`config.mk`:
```
export PLATFORM = sky130hd
export DESIGN_NAME = dual_gamepad_event_merger
export DESIGN_NICKNAME = d
export VERILOG_FILES = /design/src/dgem_pkg.sv /design/src/dgem_ctrl.sv /design/src/dgem_dp.sv /design/src/dual_gamepad_event_merger.sv
export SDC_FILE = /design/constraint.sdc
export NUM_CORES = 1
export LEC_CHECK = 0
export ABC_AREA = 1
export BUFFER_PORTS_ARGS = -buffer_cell sky130_fd_sc_hd__buf_2
export CORE_MARGIN = 2
export CORE_UTILIZATION = 55
export DETAILED_ROUTE_END_ITERATION = 10
export PLACE_DENSITY_LB_ADDON = 0.15
export RECOVER_POWER = 50
export SLEW_MARGIN = 20
export SYNTH_ARGS = -nofsm -noshare
export SYNTH_HDL_FRONTEND = slang
export SYNTH_SLANG_ARGS = --single-unit
```
`constraint.sdc`:
```
create_clock -name clk -period 2.71 [get_ports clk]
set_input_delay 0.1355 -clock clk [delete_from_list [all_inputs] [get_ports clk]]
set_output_delay 0.1355 -clock clk [all_outputs]
set_load 0.005 [all_outputs]
```
`src/dgem_pkg.sv`:
```
`timescale 1ns / 1ps
// ============================================================================
// dgem_pkg
// Shared constants, types and helpers for the dual gamepad event merger.
// ============================================================================
package dgem_pkg;

  localparam int KEY_CODE_BITS = 10;
  localparam int CODE_W        = 10;
  localparam int VAL_W         = 16;
  localparam int MAG_W         = VAL_W + 1;
  localparam int CFG_IDX_W     = 3;
  localparam int CFG_DATA_W    = 50;
  localparam int FUZZ_W        = 15;
  localparam int FLAT_W        = 16;
  localparam int INV_W         = 4;
  localparam int LMAP_W        = 50;
  localparam int FMAP_W        = 40;
  localparam int OMAP_W        = 50;
  localparam int DIV_STEPS     = MAG_W;
  localparam int DIV_CNT_W     = $clog2(DIV_STEPS);

  // register indices
  localparam logic [CFG_IDX_W-1:0] REG_FUZZ  = 3'd0;
  localparam logic [CFG_IDX_W-1:0] REG_FLAT  = 3'd1;
  localparam logic [CFG_IDX_W-1:0] REG_INV   = 3'd2;
  localparam logic [CFG_IDX_W-1:0] REG_LMAP  = 3'd3;
  localparam logic [CFG_IDX_W-1:0] REG_FMAP  = 3'd4;
  localparam logic [CFG_IDX_W-1:0] REG_OMAP  = 3'd5;

  localparam logic [FUZZ_W-1:0] FUZZ_RST = 15'd256;
  localparam logic [FLAT_W-1:0] FLAT_RST = 16'd4096;
  localparam logic [INV_W-1:0]  INV_RST  = 4'd0;
  localparam logic [LMAP_W-1:0] LMAP_RST = {10'd167, 10'd317, 10'd314, 10'd312, 10'd310};
  localparam logic [FMAP_W-1:0] FMAP_RST = {10'd308, 10'd307, 10'd305, 10'd304};
  localparam logic [OMAP_W-1:0] OMAP_RST = {10'd316, 10'd318, 10'd315, 10'd313, 10'd311};

  // event kinds in
  localparam logic [1:0] CMD_KEY   = 2'd0;
  localparam logic [1:0] CMD_AXIS  = 2'd1;
  localparam logic [1:0] CMD_SYNC  = 2'd2;

  // event kinds out
  localparam logic [1:0] KIND_KEY  = 2'd0;
  localparam logic [1:0] KIND_AXIS = 2'd1;
  localparam logic [1:0] KIND_SYNC = 2'd2;

  localparam logic [CODE_W-1:0] KEY_L       = 10'h136;
  localparam logic [CODE_W-1:0] KEY_ZL      = 10'h138;
  localparam logic [CODE_W-1:0] KEY_MINUS   = 10'h13a;
  localparam logic [CODE_W-1:0] KEY_L3      = 10'h13d;
  localparam logic [CODE_W-1:0] KEY_CAPTURE = 10'h135;
  localparam logic [CODE_W-1:0] KEY_A       = 10'd304;
  localparam logic [CODE_W-1:0] KEY_B       = 10'd305;
  localparam logic [CODE_W-1:0] KEY_X       = 10'd307;
  localparam logic [CODE_W-1:0] KEY_Y       = 10'd308;
  localparam logic [CODE_W-1:0] KEY_R       = 10'h137;
  localparam logic [CODE_W-1:0] KEY_ZR      = 10'h139;
  localparam logic [CODE_W-1:0] KEY_PLUS    = 10'h13b;
  localparam logic [CODE_W-1:0] KEY_R3      = 10'h13e;
  localparam logic [CODE_W-1:0] KEY_HOME    = 10'h13c;
  localparam logic [CODE_W-1:0] PAD_UP      = 10'd544;
  localparam logic [CODE_W-1:0] PAD_RIGHT   = 10'd547;
  localparam logic [CODE_W-1:0] HAT_X       = 10'd16;
  localparam logic [CODE_W-1:0] HAT_Y       = 10'd17;
  localparam logic [CODE_W-1:0] AXIS_LX     = 10'd0;
  localparam logic [CODE_W-1:0] AXIS_LY     = 10'd1;
  localparam logic [CODE_W-1:0] AXIS_RX     = 10'd3;
  localparam logic [CODE_W-1:0] AXIS_RY     = 10'd4;

  typedef enum logic [2:0] {
    CLS_NONE,
    CLS_KEY,
    CLS_PAD,
    CLS_AXIS,
    CLS_SYNC
  } cls_t;

  typedef struct packed {
    logic       take;
    logic       prep;
    logic       step;
    logic [1:0] idx;
  } ctrl_cmd_t;

  typedef struct packed {
    cls_t cls;
    logic last;
  } dp_stat_t;

  function automatic logic [CODE_W-1:0] map_code(input logic [63:0] map,
                                                 input logic [2:0]  idx);
    logic [31:0] sh;
    logic [63:0] s;
    sh = 32'(idx) * 32'(KEY_CODE_BITS);
    s  = map >> sh[5:0];
    if (sh >= 32'd64) begin
      return '0;
    end
    return s[CODE_W-1:0];
  endfunction

endpackage

```
`src/dgem_ctrl.sv`:
```
`timescale 1ns / 1ps
// ============================================================================
// dgem_ctrl
// Sequencer: accept, decode, divider steps and result beats.
// ============================================================================
module dgem_ctrl (
  input  logic                 clk,
  input  logic                 rst,
  input  logic                 evt_valid,
  output logic                 evt_stall,
  output logic                 res_valid,
  input  logic                 res_stall,
  input  dgem_pkg::dp_stat_t   stat,
  output dgem_pkg::ctrl_cmd_t  ctl
);

  typedef enum logic [3:0] {
    S_IDLE = 4'b0001,
    S_PREP = 4'b0010,
    S_DIV  = 4'b0100,
    S_EMIT = 4'b1000
  } state_t;

  localparam logic [dgem_pkg::DIV_CNT_W-1:0] CNT_LAST =
    dgem_pkg::DIV_CNT_W'(dgem_pkg::DIV_STEPS - 1);

  state_t                          state, state_next;
  logic [dgem_pkg::DIV_CNT_W-1:0]  cnt, cnt_next;
  logic [1:0]                      idx, idx_next;

  always_comb begin
    state_next = state;
    cnt_next   = cnt;
    idx_next   = idx;
    case (state)
      S_IDLE: begin
        if (evt_valid) begin
          state_next = S_PREP;
        end
      end
      S_PREP: begin
        cnt_next = '0;
        idx_next = '0;
        case (stat.cls)
          dgem_pkg::CLS_NONE: state_next = S_IDLE;
          dgem_pkg::CLS_AXIS: state_next = S_DIV;
          default:            state_next = S_EMIT;
        endcase
      end
      S_DIV: begin
        cnt_next = cnt + 1'b1;
        if (cnt == CNT_LAST) begin
          state_next = S_EMIT;
        end
      end
      S_EMIT: begin
        if (!res_stall) begin
          if (stat.last) begin
            state_next = S_IDLE;
          end else begin
            idx_next = idx + 1'b1;
          end
        end
      end
      default: state_next = S_IDLE;
    endcase
  end

  always_ff @(posedge clk) begin
    if (rst) begin
      state <= S_IDLE;
      cnt   <= '0;
      idx   <= '0;
    end else begin
      state <= state_next;
      cnt   <= cnt_next;
      idx   <= idx_next;
    end
  end

  assign evt_stall = (state != S_IDLE);
  assign res_valid = (state == S_EMIT);
  assign ctl.take  = evt_valid && (state == S_IDLE);
  assign ctl.prep  = (state == S_PREP);
  assign ctl.step  = (state == S_DIV);
  assign ctl.idx   = idx;

`ifndef ASSERT_OFF
  a_no_overlap: assert property (@(posedge clk) disable iff (rst)
    res_valid |-> evt_stall)
    else $error("result beat while input open");

  a_take_prep: assert property (@(posedge clk) disable iff (rst)
    ctl.take |=> ctl.prep)
    else $error("accepted item not decoded next cycle");

  a_div_done: assert property (@(posedge clk) disable iff (rst)
    (ctl.step && cnt == CNT_LAST) |=> res_valid)
    else $error("divider end not followed by result");

  a_beat_adv: assert property (@(posedge clk) disable iff (rst)
    (res_valid && !res_stall && !stat.last) |=>
      (res_valid && idx == 2'($past(idx) + 2'd1)))
    else $error("beat index did not advance");

  a_none_idle: assert property (@(posedge clk) disable iff (rst)
    (ctl.prep && stat.cls == dgem_pkg::CLS_NONE) |=> !evt_stall)
    else $error("item without results did not release input");
`endif

endmodule

```
`src/dgem_dp.sv`:
```
`timescale 1ns / 1ps
// ============================================================================
// dgem_dp
// Datapath: config registers, decode, pad levels, remainder unit, results.
// ============================================================================
module dgem_dp (
  input  logic                                   clk,
  input  logic                                   rst,
  input  logic                                   cfg_we,
  input  logic [dgem_pkg::CFG_IDX_W-1:0]         cfg_index,
  input  logic [dgem_pkg::CFG_DATA_W-1:0]        cfg_data,
  input  logic                                   side,
  input  logic [1:0]                             cmd,
  input  logic [dgem_pkg::CODE_W-1:0]            event_code,
  input  logic signed [dgem_pkg::VAL_W-1:0]      event_value,
  input  dgem_pkg::ctrl_cmd_t                    ctl,
  output dgem_pkg::dp_stat_t                     stat,
  output logic [1:0]                             out_kind,
  output logic [dgem_pkg::CODE_W-1:0]            out_code,
  output logic signed [dgem_pkg::VAL_W-1:0]      out_value,
  output logic                                   last
);

  logic [dgem_pkg::FUZZ_W-1:0] fuzz;
  logic [dgem_pkg::FLAT_W-1:0] flat;
  logic [dgem_pkg::INV_W-1:0]  inv;
  logic [dgem_pkg::LMAP_W-1:0] lmap;
  logic [dgem_pkg::FMAP_W-1:0] fmap;
  logic [dgem_pkg::OMAP_W-1:0] omap;

  logic                          side_q;
  logic [1:0]                    cmd_q;
  logic [dgem_pkg::CODE_W-1:0]   code_q;
  logic [dgem_pkg::VAL_W-1:0]    val_q;
  dgem_pkg::cls_t                cls_q;
  logic [dgem_pkg::CODE_W-1:0]   kcode_q;
  logic [1:0]                    dpad [4];
  logic                          sgn;
  logic [dgem_pkg::MAG_W-1:0]    mag;
  logic [dgem_pkg::MAG_W-1:0]    dq;
  logic [dgem_pkg::MAG_W-1:0]    rem;

  dgem_pkg::cls_t                cls_d;
  logic [dgem_pkg::CODE_W-1:0]   kcode_d;
  logic [1:0]                    bsel;
  logic [dgem_pkg::MAG_W-1:0]    v17;
  logic [dgem_pkg::MAG_W-1:0]    mag_d;
  logic [dgem_pkg::MAG_W-1:0]    rem_sh;
  logic [dgem_pkg::MAG_W-1:0]    fz_ext;
  logic [dgem_pkg::MAG_W-1:0]    qmag;
  logic [dgem_pkg::VAL_W-1:0]    axis_val;
  logic [2:0]                    hx;
  logic [2:0]                    hy;

  // config
  always_ff @(posedge clk) begin
    if (rst) begin
      fuzz <= dgem_pkg::FUZZ_RST;
      flat <= dgem_pkg::FLAT_RST;
      inv  <= dgem_pkg::INV_RST;
      lmap <= dgem_pkg::LMAP_RST;
      fmap <= dgem_pkg::FMAP_RST;
      omap <= dgem_pkg::OMAP_RST;
    end else if (cfg_we) begin
      case (cfg_index)
        dgem_pkg::REG_FUZZ: fuzz <= cfg_data[dgem_pkg::FUZZ_W-1:0];
        dgem_pkg::REG_FLAT: flat <= cfg_data[dgem_pkg::FLAT_W-1:0];
        dgem_pkg::REG_INV:  inv  <= cfg_data[dgem_pkg::INV_W-1:0];
        dgem_pkg::REG_LMAP: lmap <= cfg_data[dgem_pkg::LMAP_W-1:0];
        dgem_pkg::REG_FMAP: fmap <= cfg_data[dgem_pkg::FMAP_W-1:0];
        dgem_pkg::REG_OMAP: omap <= cfg_data[dgem_pkg::OMAP_W-1:0];
        default: ;
      endcase
    end
  end

  // decode of the held item
  always_comb begin
    cls_d   = dgem_pkg::CLS_NONE;
    kcode_d = '0;
    bsel    = code_q[1:0];
    case (cmd_q)
      dgem_pkg::CMD_KEY: begin
        if (!side_q) begin
          cls_d = dgem_pkg::CLS_KEY;
          if (code_q == dgem_pkg::KEY_L) begin
            kcode_d = dgem_pkg::map_code(64'(lmap), 3'd0);
          end else if (code_q == dgem_pkg::KEY_ZL) begin
            kcode_d = dgem_pkg::map_code(64'(lmap), 3'd1);
          end else if (code_q == dgem_pkg::KEY_MINUS) begin
            kcode_d = dgem_pkg::map_code(64'(lmap), 3'd2);
          end else if (code_q == dgem_pkg::KEY_L3) begin
            kcode_d = dgem_pkg::map_code(64'(lmap), 3'd3);
          end else if (code_q == dgem_pkg::KEY_CAPTURE) begin
            kcode_d = dgem_pkg::map_code(64'(lmap), 3'd4);
          end else if (code_q inside {[dgem_pkg::PAD_UP:dgem_pkg::PAD_RIGHT]}) begin
            cls_d = dgem_pkg::CLS_PAD;
          end else begin
            cls_d = dgem_pkg::CLS_NONE;
          end
        end else begin
          cls_d = dgem_pkg::CLS_KEY;
          if (code_q == dgem_pkg::KEY_A) begin
            kcode_d = dgem_pkg::map_code(64'(fmap), 3'd0);
          end else if (code_q == dgem_pkg::KEY_B) begin
            kcode_d = dgem_pkg::map_code(64'(fmap), 3'd1);
          end else if (code_q == dgem_pkg::KEY_X) begin
            kcode_d = dgem_pkg::map_code(64'(fmap), 3'd2);
          end else if (code_q == dgem_pkg::KEY_Y) begin
            kcode_d = dgem_pkg::map_code(64'(fmap), 3'd3);
          end else if (code_q == dgem_pkg::KEY_R) begin
            kcode_d = dgem_pkg::map_code(64'(omap), 3'd0);
          end else if (code_q == dgem_pkg::KEY_ZR) begin
            kcode_d = dgem_pkg::map_code(64'(omap), 3'd1);
          end else if (code_q == dgem_pkg::KEY_PLUS) begin
            kcode_d = dgem_pkg::map_code(64'(omap), 3'd2);
          end else if (code_q == dgem_pkg::KEY_R3) begin
            kcode_d = dgem_pkg::map_code(64'(omap), 3'd3);
          end else if (code_q == dgem_pkg::KEY_HOME) begin
            kcode_d = dgem_pkg::map_code(64'(omap), 3'd4);
          end else begin
            cls_d = dgem_pkg::CLS_NONE;
          end
        end
      end
      dgem_pkg::CMD_AXIS: begin
        if (!side_q && code_q inside {dgem_pkg::AXIS_LX, dgem_pkg::AXIS_LY}) begin
          cls_d = dgem_pkg::CLS_AXIS;
          bsel  = code_q[1:0];
        end else if (side_q && code_q inside {dgem_pkg::AXIS_RX, dgem_pkg::AXIS_RY}) begin
          cls_d = dgem_pkg::CLS_AXIS;
          bsel  = 2'(code_q[2:0] - 3'd1);
        end
      end
      dgem_pkg::CMD_SYNC: cls_d = dgem_pkg::CLS_SYNC;
      default:            cls_d = dgem_pkg::CLS_NONE;
    endcase
  end

  // optional negation, then sign and magnitude
  always_comb begin
    v17 = {val_q[dgem_pkg::VAL_W-1], val_q};
    if (inv[bsel]) begin
      v17 = -v17;
    end
    mag_d = v17[dgem_pkg::MAG_W-1] ? -v17 : v17;
  end

  assign fz_ext = {2'b00, fuzz};
  assign rem_sh = {rem[dgem_pkg::MAG_W-2:0], dq[dgem_pkg::MAG_W-1]};

  always_ff @(posedge clk) begin
    if (ctl.take) begin
      side_q <= side;
      cmd_q  <= cmd;
      code_q <= event_code;
      val_q  <= event_value;
    end
    if (ctl.prep) begin
      cls_q   <= cls_d;
      kcode_q <= kcode_d;
      sgn     <= v17[dgem_pkg::MAG_W-1];
      mag     <= mag_d;
      dq      <= mag_d;
      rem     <= '0;
    end else if (ctl.step) begin
      // restoring remainder, one dividend bit a cycle
      dq <= {dq[dgem_pkg::MAG_W-2:0], 1'b0};
      if (rem_sh >= fz_ext) begin
        rem <= rem_sh - fz_ext;
      end else begin
        rem <= rem_sh;
      end
    end
  end

  always_ff @(posedge clk) begin
    if (rst) begin
      for (int i = 0; i < 4; i++) begin
        dpad[i] <= '0;
      end
    end else if (ctl.prep && cls_d == dgem_pkg::CLS_PAD) begin
      dpad[code_q[1:0]] <= val_q[1:0];
    end
  end

  // conditioned stick value
  always_comb begin
    qmag = (fuzz > 15'd1) ? (mag - rem) : mag;
    if (mag < {1'b0, flat}) begin
      axis_val = '0;
    end else if (sgn) begin
      axis_val = dgem_pkg::VAL_W'(-qmag);
    end else if (qmag > 17'd32767) begin
      axis_val = 16'h7fff;
    end else begin
      axis_val = qmag[dgem_pkg::VAL_W-1:0];
    end
  end

  assign hx = {1'b0, dpad[3]} - {1'b0, dpad[2]};
  assign hy = {1'b0, dpad[1]} - {1'b0, dpad[0]};

  always_comb begin
    out_kind  = dgem_pkg::KIND_SYNC;
    out_code  = '0;
    out_value = '0;
    last      = 1'b1;
    case (cls_q)
      dgem_pkg::CLS_KEY: begin
        out_kind  = dgem_pkg::KIND_KEY;
        out_code  = kcode_q;
        out_value = val_q;
      end
      dgem_pkg::CLS_PAD: begin
        case (ctl.idx)
          2'd0: begin
            out_kind  = dgem_pkg::KIND_AXIS;
            out_code  = dgem_pkg::HAT_X;
            out_value = {{(dgem_pkg::VAL_W-3){hx[2]}}, hx};
            last      = 1'b0;
          end
          2'd1: begin
            out_kind  = dgem_pkg::KIND_AXIS;
            out_code  = dgem_pkg::HAT_Y;
            out_value = {{(dgem_pkg::VAL_W-3){hy[2]}}, hy};
            last      = 1'b0;
          end
          default: ;
        endcase
      end
      dgem_pkg::CLS_AXIS: begin
        out_kind  = dgem_pkg::KIND_AXIS;
        out_code  = code_q;
        out_value = axis_val;
      end
      default: ;
    endcase
  end

  assign stat.cls  = cls_d;
  assign stat.last = last;

endmodule

```
`src/dual_gamepad_event_merger.sv`:
```
`timescale 1ns / 1ps
// Timing: an accepted item is decoded, then its result beats follow; axis events
//   first pass through the 17-step serial remainder unit.
// Beats: n = 1..3 per item; a new item is accepted only after the last beat,
//   later while the result side stalls; no-result items release the input after decode.
// Reset: registers return to defaults, pad levels clear, no clearing pass.
// ============================================================================
// dual_gamepad_event_merger
// Merges left and right half-controller events into one gamepad stream.
// ============================================================================
module dual_gamepad_event_merger (
  input  logic                                clk,
  input  logic                                rst,
  input  logic                                evt_valid,
  output logic                                evt_stall,
  input  logic                                side,
  input  logic [1:0]                          cmd,
  input  logic [dgem_pkg::CODE_W-1:0]         event_code,
  input  logic signed [dgem_pkg::VAL_W-1:0]   event_value,
  output logic                                res_valid,
  input  logic                                res_stall,
  output logic [1:0]                          out_kind,
  output logic [dgem_pkg::CODE_W-1:0]         out_code,
  output logic signed [dgem_pkg::VAL_W-1:0]   out_value,
  output logic                                last,
  input  logic                                cfg_valid,
  output logic                                cfg_ready,
  input  logic [dgem_pkg::CFG_IDX_W-1:0]      cfg_index,
  input  logic [dgem_pkg::CFG_DATA_W-1:0]     cfg_data
);

  dgem_pkg::ctrl_cmd_t ctl;
  dgem_pkg::dp_stat_t  stat;

  assign cfg_ready = 1'b1;

  dgem_ctrl u_ctrl (
    .clk       (clk),
    .rst       (rst),
    .evt_valid (evt_valid),
    .evt_stall (evt_stall),
    .res_valid (res_valid),
    .res_stall (res_stall),
    .stat      (stat),
    .ctl       (ctl)
  );

  dgem_dp u_dp (
    .clk         (clk),
    .rst         (rst),
    .cfg_we      (cfg_valid),
    .cfg_index   (cfg_index),
    .cfg_data    (cfg_data),
    .side        (side),
    .cmd         (cmd),
    .event_code  (event_code),
    .event_value (event_value),
    .ctl         (ctl),
    .stat        (stat),
    .out_kind    (out_kind),
    .out_code    (out_code),
    .out_value   (out_value),
    .last        (last)
  );

endmodule
```
# Yosys cells after proc, flatten, opt, wreduce, memory -nomap -nowiden

Memory sizes are Yosys's and may differ from the RTL's.
Cells that the tools add are included.

Add/subtract/negate cells: 10
Magnitude comparators: 7
Equal/unequal tests: 41
Multiplexer cells: 74
Reduce and logical (&&, ||, !) cells: 25

Operators by type and width:

| operator             | count |
|---|---|
| $mux 10              | 15 |
| $eq 10x9->1 const B  | 14 |
| $mux 17              | 6 |
| $mux 16              | 3 |
| $pmux 16 s3          | 1 |
| $mux 3               | 15 |
| $neg 17->17          | 2 |
| $pmux 16 s2          | 1 |
| $pmux 10 s3          | 1 |
| $mux 2               | 10 |
| $pmux 5 s2           | 2 |
| $eq 3x2->1 const B   | 6 |
| $ge 17x15->1         | 1 |
| $gt 17x15->1 const B | 1 |
| $lt 17x16->1         | 1 |
| $sub 17x15->17       | 1 |
| $sub 17x17->17       | 1 |
| $mux 4               | 4 |
| $neg 16->16          | 1 |
| $pmux 4 s4           | 1 |
| $gt 15x1->1 const B  | 1 |
| $reduce_and 2->1     | 6 |
| $eq 10x1->1 const B  | 1 |
| $eq 10x2->1 const B  | 1 |
| other kinds (35)     | 61 |

Bits in registers: 280
RAM bits: 8
Output and inout port bits: 32
Memories: 1

Memory list:

| name      | depth | bits a word | rd ports | clocked after memory_dff | wr ports | line          | RTL |
|---|---|---|---|---|---|---|---|
| u_dp.dpad | 4     | 2           | 4        | 0                        | 4        | dgem_dp.sv:37 | `logic [1:0] dpad [4];` |

# Depth between registers and ports, before layout

Gate-level depths: netlist of run 1.

Depth in word-level cells: 19
Gate-level depth with buffers: 24
Mapped depth without buffers: 24

# Hierarchy

Synthesis of run 1 repeated with hierarchy kept, for this count alone.

Cells, all modules: 2205
Area total of the unflattened synthesis: 16111.7 um2

Modules (own cells, without submodules):

| module                    | instances | cells each | area an instance (um2) | sequential area each (um2) |
|---|---|---|---|---|
| dgem_dp                   | 1         | 2102       | 15418.5                | 6396.1 |
| dgem_ctrl                 | 1         | 101        | 681.9                  | 220.2 |
| dual_gamepad_event_merger | 1         | 2          | 11.3                   | 0.0 |

# Least setup slack after synthesis of run 1

Ideal clock, no wire load.

Path type: flip-flop to flip-flop
From: register u_dp.code_q[0] (netlist name)
To: register u_dp.dq[10] (netlist name) (data pin)
Arrival: 2.373 ns
Slack: 0.067 ns
Cell stages (with the launch flop): 20
Path buffers: 1
Clock period less this slack: 2.643 ns
Cell sequence: edfxtp_1 -> inv_1 -> ha_1 -> nand3_1 -> nand2_2 -> nand3_2 -> nand2_1 -> nand2_2 -> inv_2 -> nand3_2 -> nand2_4 -> buf_12 -> nand2_4 -> nand2_4 -> nand2_2 -> nor2_2 -> nand2_1 -> nand2_1 -> xor2_1 -> o21ai_0

Word-level cells in the longest chain between the ends: 12
Elaborated cells between the ends (all ways): 18

RTL lines:

| what                                       | line           | RTL |
|---|---|---|
| start, declared                            | dgem_dp.sv:33  | `logic [dgem_pkg::CODE_W-1:0] code_q;` |
| start signal, assigned                     | dgem_dp.sv:156 | `code_q <= event_code;` |
| $eq 10x2->1 or $eq 10x3->1 (tied branches) | dgem_dp.sv:130 | `end else if (side_q && code_q inside {dgem_pkg::AXIS_RX, dgem_pkg::AXIS_RY}) begin` |
| $reduce_bool 2->1                          | dgem_dp.sv:130 |  |
| $logic_and 1x1->1                          | dgem_dp.sv:130 |  |
| $mux 2                                     | dgem_dp.sv:130 |  |
| $mux 2                                     | dgem_dp.sv:127 | `if (!side_q && code_q inside {dgem_pkg::AXIS_LX, dgem_pkg::AXIS_LY}) begin` |
| $mux 2 (*)                                 | dgem_dp.sv:82  | `case (cmd_q)` |
| $bmux 1 s2 (*)                             | dgem_dp.sv:143 | `if (inv[bsel]) begin` |
| $mux 1 (not written as such) (*)           | dgem_dp.sv:143 |  |
| $mux 17 (*)                                | dgem_dp.sv:143 |  |
| $neg 17->17                                | dgem_dp.sv:146 | `mag_d = v17[dgem_pkg::MAG_W-1] ? -v17 : v17;` |
| $mux 17 (*)                                | dgem_dp.sv:146 |  |
| $mux 17 (*)                                | dgem_dp.sv:159 | `if (ctl.prep) begin` |
| end signal, assigned                       | dgem_dp.sv:164 | `dq <= mag_d;` |
| end signal, assigned                       | dgem_dp.sv:168 | `dq <= {dq[dgem_pkg::MAG_W-2:0], 1'b0};` |
| end, declared                              | dgem_dp.sv:40  | `logic [dgem_pkg::MAG_W-1:0] dq;` |

Every way passes the cells marked *; elsewhere a longest branch is shown, timed or not. The select of a mux whose other input is x is not followed.
A chain may end at the register's enable or synchronous reset.

# Worst setup path in the final report of run 1

From: register u_dp.mag[0] (netlist name)
To: output out_value[2] (netlist name)

Word-level cells in the longest chain between the ends: 7
Elaborated cells between the ends (all ways): 9

RTL lines:

| what                   | line                            | RTL |
|---|---|---|
| start, declared        | dgem_dp.sv:39                   | `logic [dgem_pkg::MAG_W-1:0] mag;` |
| start signal, assigned | dgem_dp.sv:163                  | `mag <= mag_d;` |
| $sub 17x17->17         | dgem_dp.sv:189                  | `qmag = (fuzz > 15'd1) ? (mag - rem) : mag;` |
| $mux 17                | dgem_dp.sv:189                  |  |
| $gt 17x15->1           | dgem_dp.sv:194                  | `end else if (qmag > 17'd32767) begin` |
| $mux 16                | dgem_dp.sv:194                  |  |
| $mux 16                | dgem_dp.sv:192                  | `end else if (sgn) begin` |
| $mux 16 (*)            | dgem_dp.sv:190                  | `if (mag < {1'b0, flat}) begin` |
| $pmux 16 s3 (*)        | dgem_dp.sv:209                  | `case (cls_q)` |
| end, declared          | dual_gamepad_event_merger.sv:24 | `output logic signed [dgem_pkg::VAL_W-1:0] out_value,` |

Every way passes the cells marked *; elsewhere a longest branch is shown, timed or not.

==> results of run 1 <==
==> flip-flops by register name (all words and copies together) (netlist names), 3 cells and up <==
name,count
u_dp.val_q,16
u_dp.rem,17
u_dp.omap,50
u_dp.flat,16
u_ctrl.state,4
u_ctrl.cnt,5
u_dp.fmap,40
u_dp.fuzz,15
u_dp.dq,17
u_dp.inv,4
u_dp.dpad,8
u_dp.code_q,10
u_dp.mag,17
u_dp.kcode_q,10
u_dp.lmap,50
u_dp.cls_q,3
==> cell type report <==
cell class                      count  area, sq um
Multi-Input combinational cell   1547         9475
Sequential cell                   288         6616
Fill cell                        1967         6420
Timing Repair Buffer              469         3680
Inverter                          288         1100
Clock buffer                       41        884.6
Tap cell                          384        480.5
Clock inverter                     17        123.9
==> cell families (layout without fill, tap and decap cells) <==
logic type	Yosys count	in the layout	synth area share, %
buffers and inverters	373	815	8.975
and+or+nand+nor	920	921	24.14
adders and majority gates	63	63	5.069
xor gates and xnor gates	52	52	2.914
other	2	2	0.04652
DFF	288	288	40.99
AOI/OAI and AO/OA	509	509	17.87
==> worst max-delay path: stages, from the launching register on <==
cell      delay (ns)
edfxtp_1        0.34
inv_2           0.05
ha_4            0.15
fa_2            0.36
inv_2           0.08
nand3_2         0.08
nand2_4         0.12
nor2_4          0.04
o21ai_2         0.16
o21ai_4         0.11
nor2_1          0.11
nand4_1         0.08
nor2_1          0.12
nand2_1         0.07
nor2_1          0.10
nand2_1         0.09
nand2_4         0.10
nand2_4         0.06
buf_6           0.14
nand2_1         0.05
nand2_1         0.08
nand2_1         0.09
buf_2           0.11
==> power breakdown <==
part           internal (W)  total, W  switching (W)  leakage, nW
combinational       0.00341   0.00776        0.00435         7.12
clock               0.00239   0.00425        0.00185        0.506
sequential          0.00478   0.00498       0.000200         2.44
==> layout by cell type (no fill, tap or decap), types with 10 or more instances in the layout <==
cell type / instances
nor2_1: 203
buf_2: 115
inv_2: 18
dfxtp_1: 203
clkbuf_1: 10
nand2_1: 380
ha_4: 14
a21oi_2: 12
buf_4: 218
buf_6: 39
nand4_1: 29
nor2_4: 16
edfxtp_1: 85
o21ai_0: 193
nand3_1: 89
nor3_1: 23
nand3_4: 10
nand2_2: 65
clkinv_1: 10
a31oi_1: 11
ha_1: 45
a21oi_1: 138
inv_1: 255
clkbuf_16: 33
o211ai_1: 49
dlygate4sd3_1: 81
nand3_2: 20
o21ai_1: 18
nand2_4: 40
o21ai_2: 18
xor2_1: 31
nor2_2: 24
==> stage by stage <==
| step | total power (W) | util [%] | cells |
|---|---|---|---|
| after floorplan | 0.008504 | - | 2207 |
| after global placement | 0.01085 | 64.35 | 2833 |
| after detailed placement | 0.01094 | 64.35 | 2833 |
| after CTS | 0.01586 | 73.81 | 3006 |
| after global routing | 0.01784 | 77.69 | 3034 |
| final | 0.01699 | 77.69 | 3034 |
==> repair_timing <==
item,CTS,global route
hold endpoints to repair,199,0
hold buffers,81,0
cloned,3,1
endpoints found under the setup margin,63,85
gates resized for setup,157,242
setup buffers,34,31
pin swaps,69,129
==> routing by layer <==
| layer | vias up | GRT usage, % | share of wire (%) | wire, um |
|---|---|---|---|---|
| li1 | 8173 | - | - | - |
| met1 | 8177 | 43.10 | 37 | 21970 |
| met2 | 940 | 60.29 | 49 | 29160 |
| met3 | 276 | 6.299 | 8.8 | 5275 |
| met4 | 2 | 15.52 | 5.9 | 3512 |
| met5 | - | 0 | 0.018 | 11 |
==> worst min path at each step <==
stage / startpoint / end / slack, ns
2_1_floorplan: cmd[0] / u_dp.cmd_q[0]$_DFFE_PP_ / 0.23
3_3_place_gp: event_value[0] / u_dp.val_q[0]$_DFFE_PP_ / 0.31
3_5_place_dp: event_code[3] / u_dp.code_q[3]$_DFFE_PP_ / 0.31
4_1_cts: res_stall / u_ctrl.idx[1]$_SDFFE_PP0P_ / 0.03
5_1_grt: res_stall / u_ctrl.state[3]$_SDFFE_PP0P_ / 0.04
6_report: res_stall / u_ctrl.idx[1]$_SDFFE_PP0P_ / 0.04
==> flow_metrics.tcl, run 1 <==
set metrics [dict create \
    finalSetupTns_ns -21.37 \
    cp_max_fo 6 \
    grt_overflow 0 \
    detail_route.wl_per_cell_um 19.75 \
    reg2reg_depth 21 \
    antenna_found_initial 2 \
    crit_type "reg -> out" \
    synth_top_area_cell "dfxtp_1" \
    place_ws_ns -0.2845 \
    netlist_area_sq_um 16140 \
    start_kind "flop" \
    start_util_pct 56.09 \
    synth.distinct_cells 61 \
    yosysMostFrequentCell "nand2_1" \
    io_pins 119 \
    avgSynthCellArea_sq_um 7.314 \
    outcome "finished, violations left" \
    grt_max_degree 67 \
    rrSetupSlack_ns -0.51 \
    synth_top_area_share_pct 25.17 \
    min_path_type "in -> reg" \
    placementRows 62 \
    htreeDepth 1 \
    r2r_start "u_dp.code_q[0]$_DFFE_PP_" \
    dpl_cell_area_sq_um 18520 \
    synth.top_cells.by_area "dfxtp_1, edfxtp_1, nand2_1, o21ai_0, inv_1" \
    area_growth_pct 38.51 \
    synth_common_cells "nand2_1, inv_1, nor2_1" \
    synth_warnings 0 \
    viasPerCell 5.790 \
    critPathLaunch "u_dp.mag[0]$_DFFE_PP_" \
    clockRootBuffer "clkbuf_16" \
    synth_nets 2357 \
    die_w_um 175.3 \
    maxSlewViolCount 60 \
    grt_usage_pct 35.09 \
    synthCells 2207 \
    wirelength_um 59920 \
    antenna_cells 0 \
    skew_ns 0.01741 \
    clockBufferDepth 3 \
    leakagePower_nw 10.07 \
    dr_total_vias 17570 \
    drc 0 \
    numCtsBuffers 31 \
    dp_hpwl_um 37490 \
    period_minus_slack_ns 3.406 \
    grt_pass1_wl_um 85580 \
    rsz0062_at_grt "yes" \
    drv_cap 1 \
    fin_area_sq_um 22360 \
    first_iter_violations 1799 \
    post-route-period-util_pct 125.7 \
    arrival_ns 3.27 \
    min_path_cells 4 \
    ys_seq_area_share_pct 40.99 \
    powerDensity_nw_per_um2 759.8 \
    worstSkewPairLatency_ns 0.58 \
    cts_sinks 288 \
    crit_path_end_kind "primary output" \
    die_h_um 175.3 \
    drive_gt1_share_pct 27.32 \
    ant_nets 0 \
    required_ns 2.57 \
    setup_violations 70 \
    path_clk_slew_ns 0.06 \
    synth_ff_type "dfxtp_1" \
    gp_congestion 0.9756 \
    rr_endpoint "u_dp.dq[12]$_DFFE_PP_" \
    vdd_ir_drop_max_uv 643.2 \
    ys_ff_latch 288 \
    grt_pass1_vias 16420 \
    drt_pass1_iterations 6 \
    coreArea_sq_um 28780 \
    final.setup.worst_slack_ns -0.6960 \
    cts_tree "yes" \
    dieArea_sq_um 30740 \
    whs_ns 0.04208 \
    async_flop_share_pct 0 \
    layout.nets 2775 \
    io_buffers 117 \
    hold_viol 0 \
    maxSlewHeadroom_pct -25.58 \
    fmaxAchievable_ghz 0.2936 \
    synth_edf_count 85 \
    violations "max-capacitance violations, max-slew violations, negative setup slack" \
    crit_end "out_value[2]" \
    tightest_slew_ns 1.882 \
]
Power figures use the tool's default switching activity.
==> inputs of run 2 (changes only) <==
- ABC_AREA: 1 -> default
- CORE_UTILIZATION: 55 -> 35
- clock period: 2.71 -> 3.5 ns (I/O delays scaled with it)
==> flow_metrics.tcl, run 2 <==
set metrics [dict create \
    outcome "finished, violations left" \
    violations "max-capacitance violations, max-slew violations, negative setup slack" \
    grt_overflow 0 \
    placementRows 77 \
    rsz0062_at_grt "yes" \
    viasPerCell 5.357 \
    synth_nets 2063 \
    synth_edf_count 85 \
    min_path_type "in -> reg" \
    final.setup.worst_slack_ns -0.4029 \
    ant_nets 0 \
    htreeDepth 2 \
    post-route-util_pct 45.37 \
    io_buffers 117 \
    numCtsBuffers 35 \
    gp_congestion 0.8873 \
    vdd_ir_drop_max_uv 334.8 \
    arrival_ns 3.73 \
    ys_seq_area_share_pct 41.99 \
    required_ns 3.32 \
    cts_sinks 288 \
    pwr-share-comb_pct 30.3 \
    maxSlewViolCount 258 \
    ys_ff_latch 288 \
    synthMuxAreaShare_pct 1.850 \
    switching_share_pct 32.16 \
    dp_hpwl_um 38070 \
    path_clk_slew_ns 0.06 \
    die_w_um 216.2 \
    drt_pass1_iterations 8 \
    synth_top_area_share_pct 25.79 \
    grt_usage_pct 22.16 \
    clock_power_share_pct 34.9 \
    synth_ff_type "dfxtp_1" \
    start_util_pct 35.55 \
    p_switching_w 0.003463 \
    finalSetupTns_ns -4.978 \
    fin_area_sq_um 20110 \
    dieArea_sq_um 46730 \
    start_kind "flop" \
    synth_warnings 0 \
    synthCells 1913 \
    period_minus_slack_ns 3.903 \
    reg_top3 "u_dp.lmap (50), u_dp.omap (50), u_dp.fmap (40)" \
    yosysMostFrequentCell "nand2_1" \
    tightest_slew_ns 2.057 \
    drc 0 \
    detail_route.wl_per_cell_um 18.79 \
    crit_path_end_kind "primary output" \
    synth.top_cells.by_area "dfxtp_1, edfxtp_1, nand2_1, a21oi_1, ha_1" \
    io_pins 119 \
    grt_max_degree 84 \
    synth_simple_gate_area_share_pct 23.61 \
    dr_total_vias 14950 \
    cp_max_fo 5 \
    skew_ns 0.02741 \
    drive_gt1_share_pct 18.47 \
    powerDensity_nw_per_um2 535.5 \
    p_int_w 0.007304 \
    synth_fa_ha_area_share_pct 5.194 \
    cts_tree "yes" \
    synth_common_cells "nand2_1, dfxtp_1, a21oi_1" \
    layout.nets 2321 \
    netlist_area_sq_um 15760 \
    maxSlewHeadroom_pct -37.14 \
    drv_cap 5 \
    setup_violations 16 \
    fmaxAchievable_ghz 0.2562 \
    mostFrequentLayoutCell "nand2_1" \
    wirelength_um 52410 \
    clockBufferDepth 3 \
    grt_pass1_vias 14490 \
    synth-xor-area-share_pct 2.946 \
    worstSkewPairLatency_ns 0.56 \
    synth_top_area_cell "dfxtp_1" \
    antenna_cells 0 \
    area_growth_pct 27.61 \
    crit_type "reg -> out" \
    post-route-period-util_pct 111.5 \
    synth_compound_area_share_pct 19.66 \
    grt_pass1_wl_um 81850 \
    p_seq_share_pct 34.7 \
    async_flop_share_pct 0 \
    clockRootBuffer "clkbuf_16" \
    synth.distinct_cells 85 \
    dpl_cell_area_sq_um 17600 \
    die_h_um 216.2 \
    coreArea_sq_um 44320 \
    antenna_found_initial 1 \
    hold_viol 0 \
    synth_top_family_by_area "simple AND/OR/NAND/NOR gates" \
    avgSynthCellArea_sq_um 8.236 \
    first_iter_violations 1093 \
    leakagePower_nw 7.814 \
    mostFrequentLayoutCells "nand2_1, dfxtp_1, a21oi_1" \
]
-- run 2: changes by cell type after synthesis, sizes merged, moves of 15 or more --
cell	before	now
a21oi	152	172
o21a	1	21
xnor2	11	33
clkbuf	71	105
o211ai	49	20
nor4	2	26
xor2	41	20
a222oi	0	20
nand3	119	104
o21ai	233	79
nor2	243	103
nand2	486	441
inv	280	82
a22oi	0	25
-- run 2: timing repair --
action | in CTS | in global routing
buffers inserted | 16 | 6
hold buffers | 80 | 0
endpoints found under the hold margin | 201 | 0
endpoints found under the setup margin | 16 | 22
pin swaps | 32 | 17
resized for setup | 39 | 27
gates cloned | 0 | 0
-- run 2: cell families (layout without fill, tap and decap cells) --
kind of cell | after synthesis | in the layout
AO/OA/AOI/OAI | 472 | 472
XOR/XNOR | 53 | 53
adder cells (fa/ha/maj) | 63 | 63
buffers and inverters | 195 | 480
flip-flops | 288 | 288
multiplexers | 25 | 25
other | 2 | 2
AND/OR/NAND/NOR | 815 | 815
-- run 2: metal layers --
metal,wire length [um],GRT usage [%]
met1,22960,28.59
met2,25580,38.12
met3,2332,2.947
met4,1526,7.511
met5,13,0
-- run 2: worst paths after layout --
kind / from / end / slack [ns] / cells after the start
max: u_dp.mag[0]$_DFFE_PP_ / out_value[4] / -0.40 / 13
min: res_stall / u_ctrl.state[3]$_SDFFE_PP0P_ / 0.04 / 3
max reg2reg: u_dp.code_q[0]$_DFFE_PP_ / u_dp.dpad[0][1]$_SDFFCE_PN0P_ / 0.14 / 11
min reg2reg: u_dp.flat[2]$_SDFFE_PP0P_ / u_dp.flat[2]$_SDFFE_PP0P_ / 0.45 / 2
-- run 2: power by group through the flow --
stage | clock network [W] | logic, W | registers, W
6_report | 0.00376 | 0.00327 | 0.00374
5_1_grt | 0.00400 | 0.00358 | 0.00376
3_5_place_dp | 0 | 0.00283 | 0.00381
4_1_cts | 0.00385 | 0.00314 | 0.00374
3_3_place_gp | 0 | 0.00280 | 0.00380
2_1_floorplan | 0 | 0.00192 | 0.00377
-- run 2: worst max-delay path, cell delays in order, from the launching register on --
cell       delay (ns)
edfxtp_1         0.36
inv_2            0.05
ha_4             0.17
fa_2             0.55
a21oi_4          0.07
ha_2             0.18
or4_4            0.53
nor4_2           0.15
nand4_1          0.17
a2111oi_4        0.37
buf_4            0.20
o211ai_4         0.12
nand3_1          0.13
buf_2            0.13
-- run 2: cell type report --
| type | count | area, sq um |
|---|---|---|
| clock buffers | 52 | 1092 |
| clock inverters | 12 | 127.6 |
| fillers | 4407 | 24210 |
| inverters | 82 | 307.8 |
| multi-input cells | 1430 | 8816 |
| flip-flops and latches | 288 | 6618 |
| well taps | 592 | 740.7 |
| repair buffers | 334 | 2404 |
-- run 2: metrics by stage --
step,std cells,setup slack [ns],power (W),hold WS [ns]
finish,2790,-0.4029,0.01077,0.03716
global route,2790,-0.5673,0.01134,0.05941
CTS,2785,-0.4428,0.01073,0.009897
detailed placement,2625,-0.03986,0.006635,0.3531
global placement,2625,-0.01872,0.006605,0.3510
floorplan,1913,0.1542,0.005682,0.2739
==> inputs of run 3 (changes only) <==
- RECOVER_POWER: 50 -> default
==> flow_metrics.tcl, run 3 (synthesis gave the netlist of run 2 again) <==
set metrics [dict create \
    post-route-util_pct 45.44 \
    cts_sinks 288 \
    leakagePower_nw 7.845 \
    skew_ns 0.02726 \
    clockBufferDepth 3 \
    seqCellArea_sq_um 6618 \
    detail_route.wl_per_cell_um 18.76 \
    nFillCells 4399 \
    dr_total_vias 15020 \
    vdd_ir_drop_max_uv 334.9 \
    htreeDepth 2 \
    placementRows 77 \
    maxSlewHeadroom_pct 29.67 \
    tightest_slew_ns 1.055 \
    min_path_type "in -> reg" \
    drive_gt1_share_pct 19.06 \
    crit_path_end_kind "primary output" \
    arrival_ns 3.72 \
    viasPerCell 5.382 \
    mostFrequentLayoutCell "nand2_1" \
    fin_area_sq_um 20140 \
    grt_pass1_wl_um 81850 \
    grt_max_degree 84 \
    die_w_um 216.2 \
    outcome "finished, violations left" \
    required_ns 3.32 \
    numCtsBuffers 35 \
    gp_congestion 0.8873 \
    worstSkewPairLatency_ns 0.56 \
    mostFrequentLayoutCells "nand2_1, dfxtp_1, a21oi_1" \
    reg_top3 "u_dp.lmap (50), u_dp.omap (50), u_dp.fmap (40)" \
    coreArea_sq_um 44320 \
    total_power_w 0.01077 \
    grt_usage_pct 22.16 \
    final.setup.worst_slack_ns -0.3983 \
    wirelength_um 52350 \
    dp_hpwl_um 38070 \
    area_growth_pct 27.81 \
    grt_pass1_vias 14490 \
    crit_type "reg -> out" \
    hold_viol 0 \
    drt_pass1_iterations 6 \
    cts_tree "yes" \
    powerDensity_nw_per_um2 534.7 \
    io_buffers 117 \
    violations "negative setup slack" \
    cp_max_fo 5 \
    first_iter_violations 1106 \
    fin_cells 2790 \
    grt_overflow 0 \
    maxSlewViolCount 0 \
    layout.nets 2321 \
    clockRootBuffer "clkbuf_16" \
    drv_cap 0 \
    start_kind "flop" \
    ant_nets 0 \
    dieArea_sq_um 46730 \
    period_minus_slack_ns 3.898 \
    dpl_cell_area_sq_um 17600 \
    antenna_found_initial 1 \
    rsz0062_at_grt "yes" \
    multi_input_area_sq_um 8822 \
    start_util_pct 35.55 \
    path_clk_slew_ns 0.06 \
    antenna_cells 0 \
    fmaxAchievable_ghz 0.2565 \
    setup_violations 16 \
    dp.cells 2625 \
    whs_ns 0.03415 \
    post-route-period-util_pct 111.4 \
    drc 0 \
    io_pins 119 \
    die_h_um 216.2 \
]
==> run 3: changes by cell type in the layout (fill, tap and decap cells not counted) <==
| cell | delta |
|---|---|
| nor3_1 | -1 |
| nor3_2 | +1 |
| inv_1 | -1 |
| clkbuf_1 | -10 |
| buf_2 | +6 |
| and3_1 | -1 |
| clkbuf_2 | -1 |
| inv_2 | +1 |
| and3_2 | +1 |
| buf_4 | +5 |
==> run 3: worst max-delay path, cell delays in order (launching register included) <==
cell,delay [ns]
edfxtp_1,0.36
inv_2,0.05
ha_4,0.17
fa_2,0.55
a21oi_4,0.07
ha_2,0.18
or4_4,0.53
nor4_2,0.14
nand4_1,0.17
a2111oi_4,0.37
buf_4,0.20
o211ai_4,0.12
nand3_1,0.13
buf_2,0.13
==> run 3: final timing paths <==
check / start / endpoint / slack, ns / depth (start not counted)
worst max register to register: u_dp.code_q[0]$_DFFE_PP_ / u_dp.dq[15]$_DFFE_PP_ / 0.19 / 12
worst min register to register: u_dp.flat[2]$_SDFFE_PP0P_ / u_dp.flat[2]$_SDFFE_PP0P_ / 0.45 / 2
worst min-delay path: res_stall / u_ctrl.state[3]$_SDFFE_PP0P_ / 0.03 / 3
worst max-delay path: u_dp.mag[0]$_DFFE_PP_ / out_value[4] / -0.40 / 13
==> run 3: metrics by stage <==
stage	setup slack [ns]	TNS, ns
detailed placement	-0.03986	-0.1247
floorplan	0.1542	0
global placement	-0.01872	-0.03133
finish	-0.3983	-4.959
global route	-0.5673	-7.657
CTS	-0.4428	-5.731
==> run 3: where the power goes <==
part	internal, W	switching (W)	total (W)
registers	0.00361	0.000129	0.00374
clock network	0.00226	0.00150	0.00376
logic	0.00144	0.00183	0.00327
==> run 3: final cells by class <==
class / instances / area share (%)
sequential: 288 / 32.86
clock buffer: 52 / 5.424
tap: 592 / 3.678
timing repair buffer: 334 / 12.06
multi-input combinational: 1430 / 43.81
clock inverter: 12 / 0.6338
inverter: 82 / 1.529
==> run 3: timing repair <==
item / 4_1_cts / 5_1_grt
resized for setup: 39 / 27
pin swaps: 32 / 17
hold buffers: 80 / 0
setup endpoints to repair: 16 / 22
endpoints found under the hold margin: 201 / 0
setup buffers: 16 / 6
==> run 3: layer usage <==
metal  GRT usage, %  routed length (um)
met3          2.947                2517
met4          7.511                1560
met2          38.12               25470
met5              0                  13
met1          28.59               22790
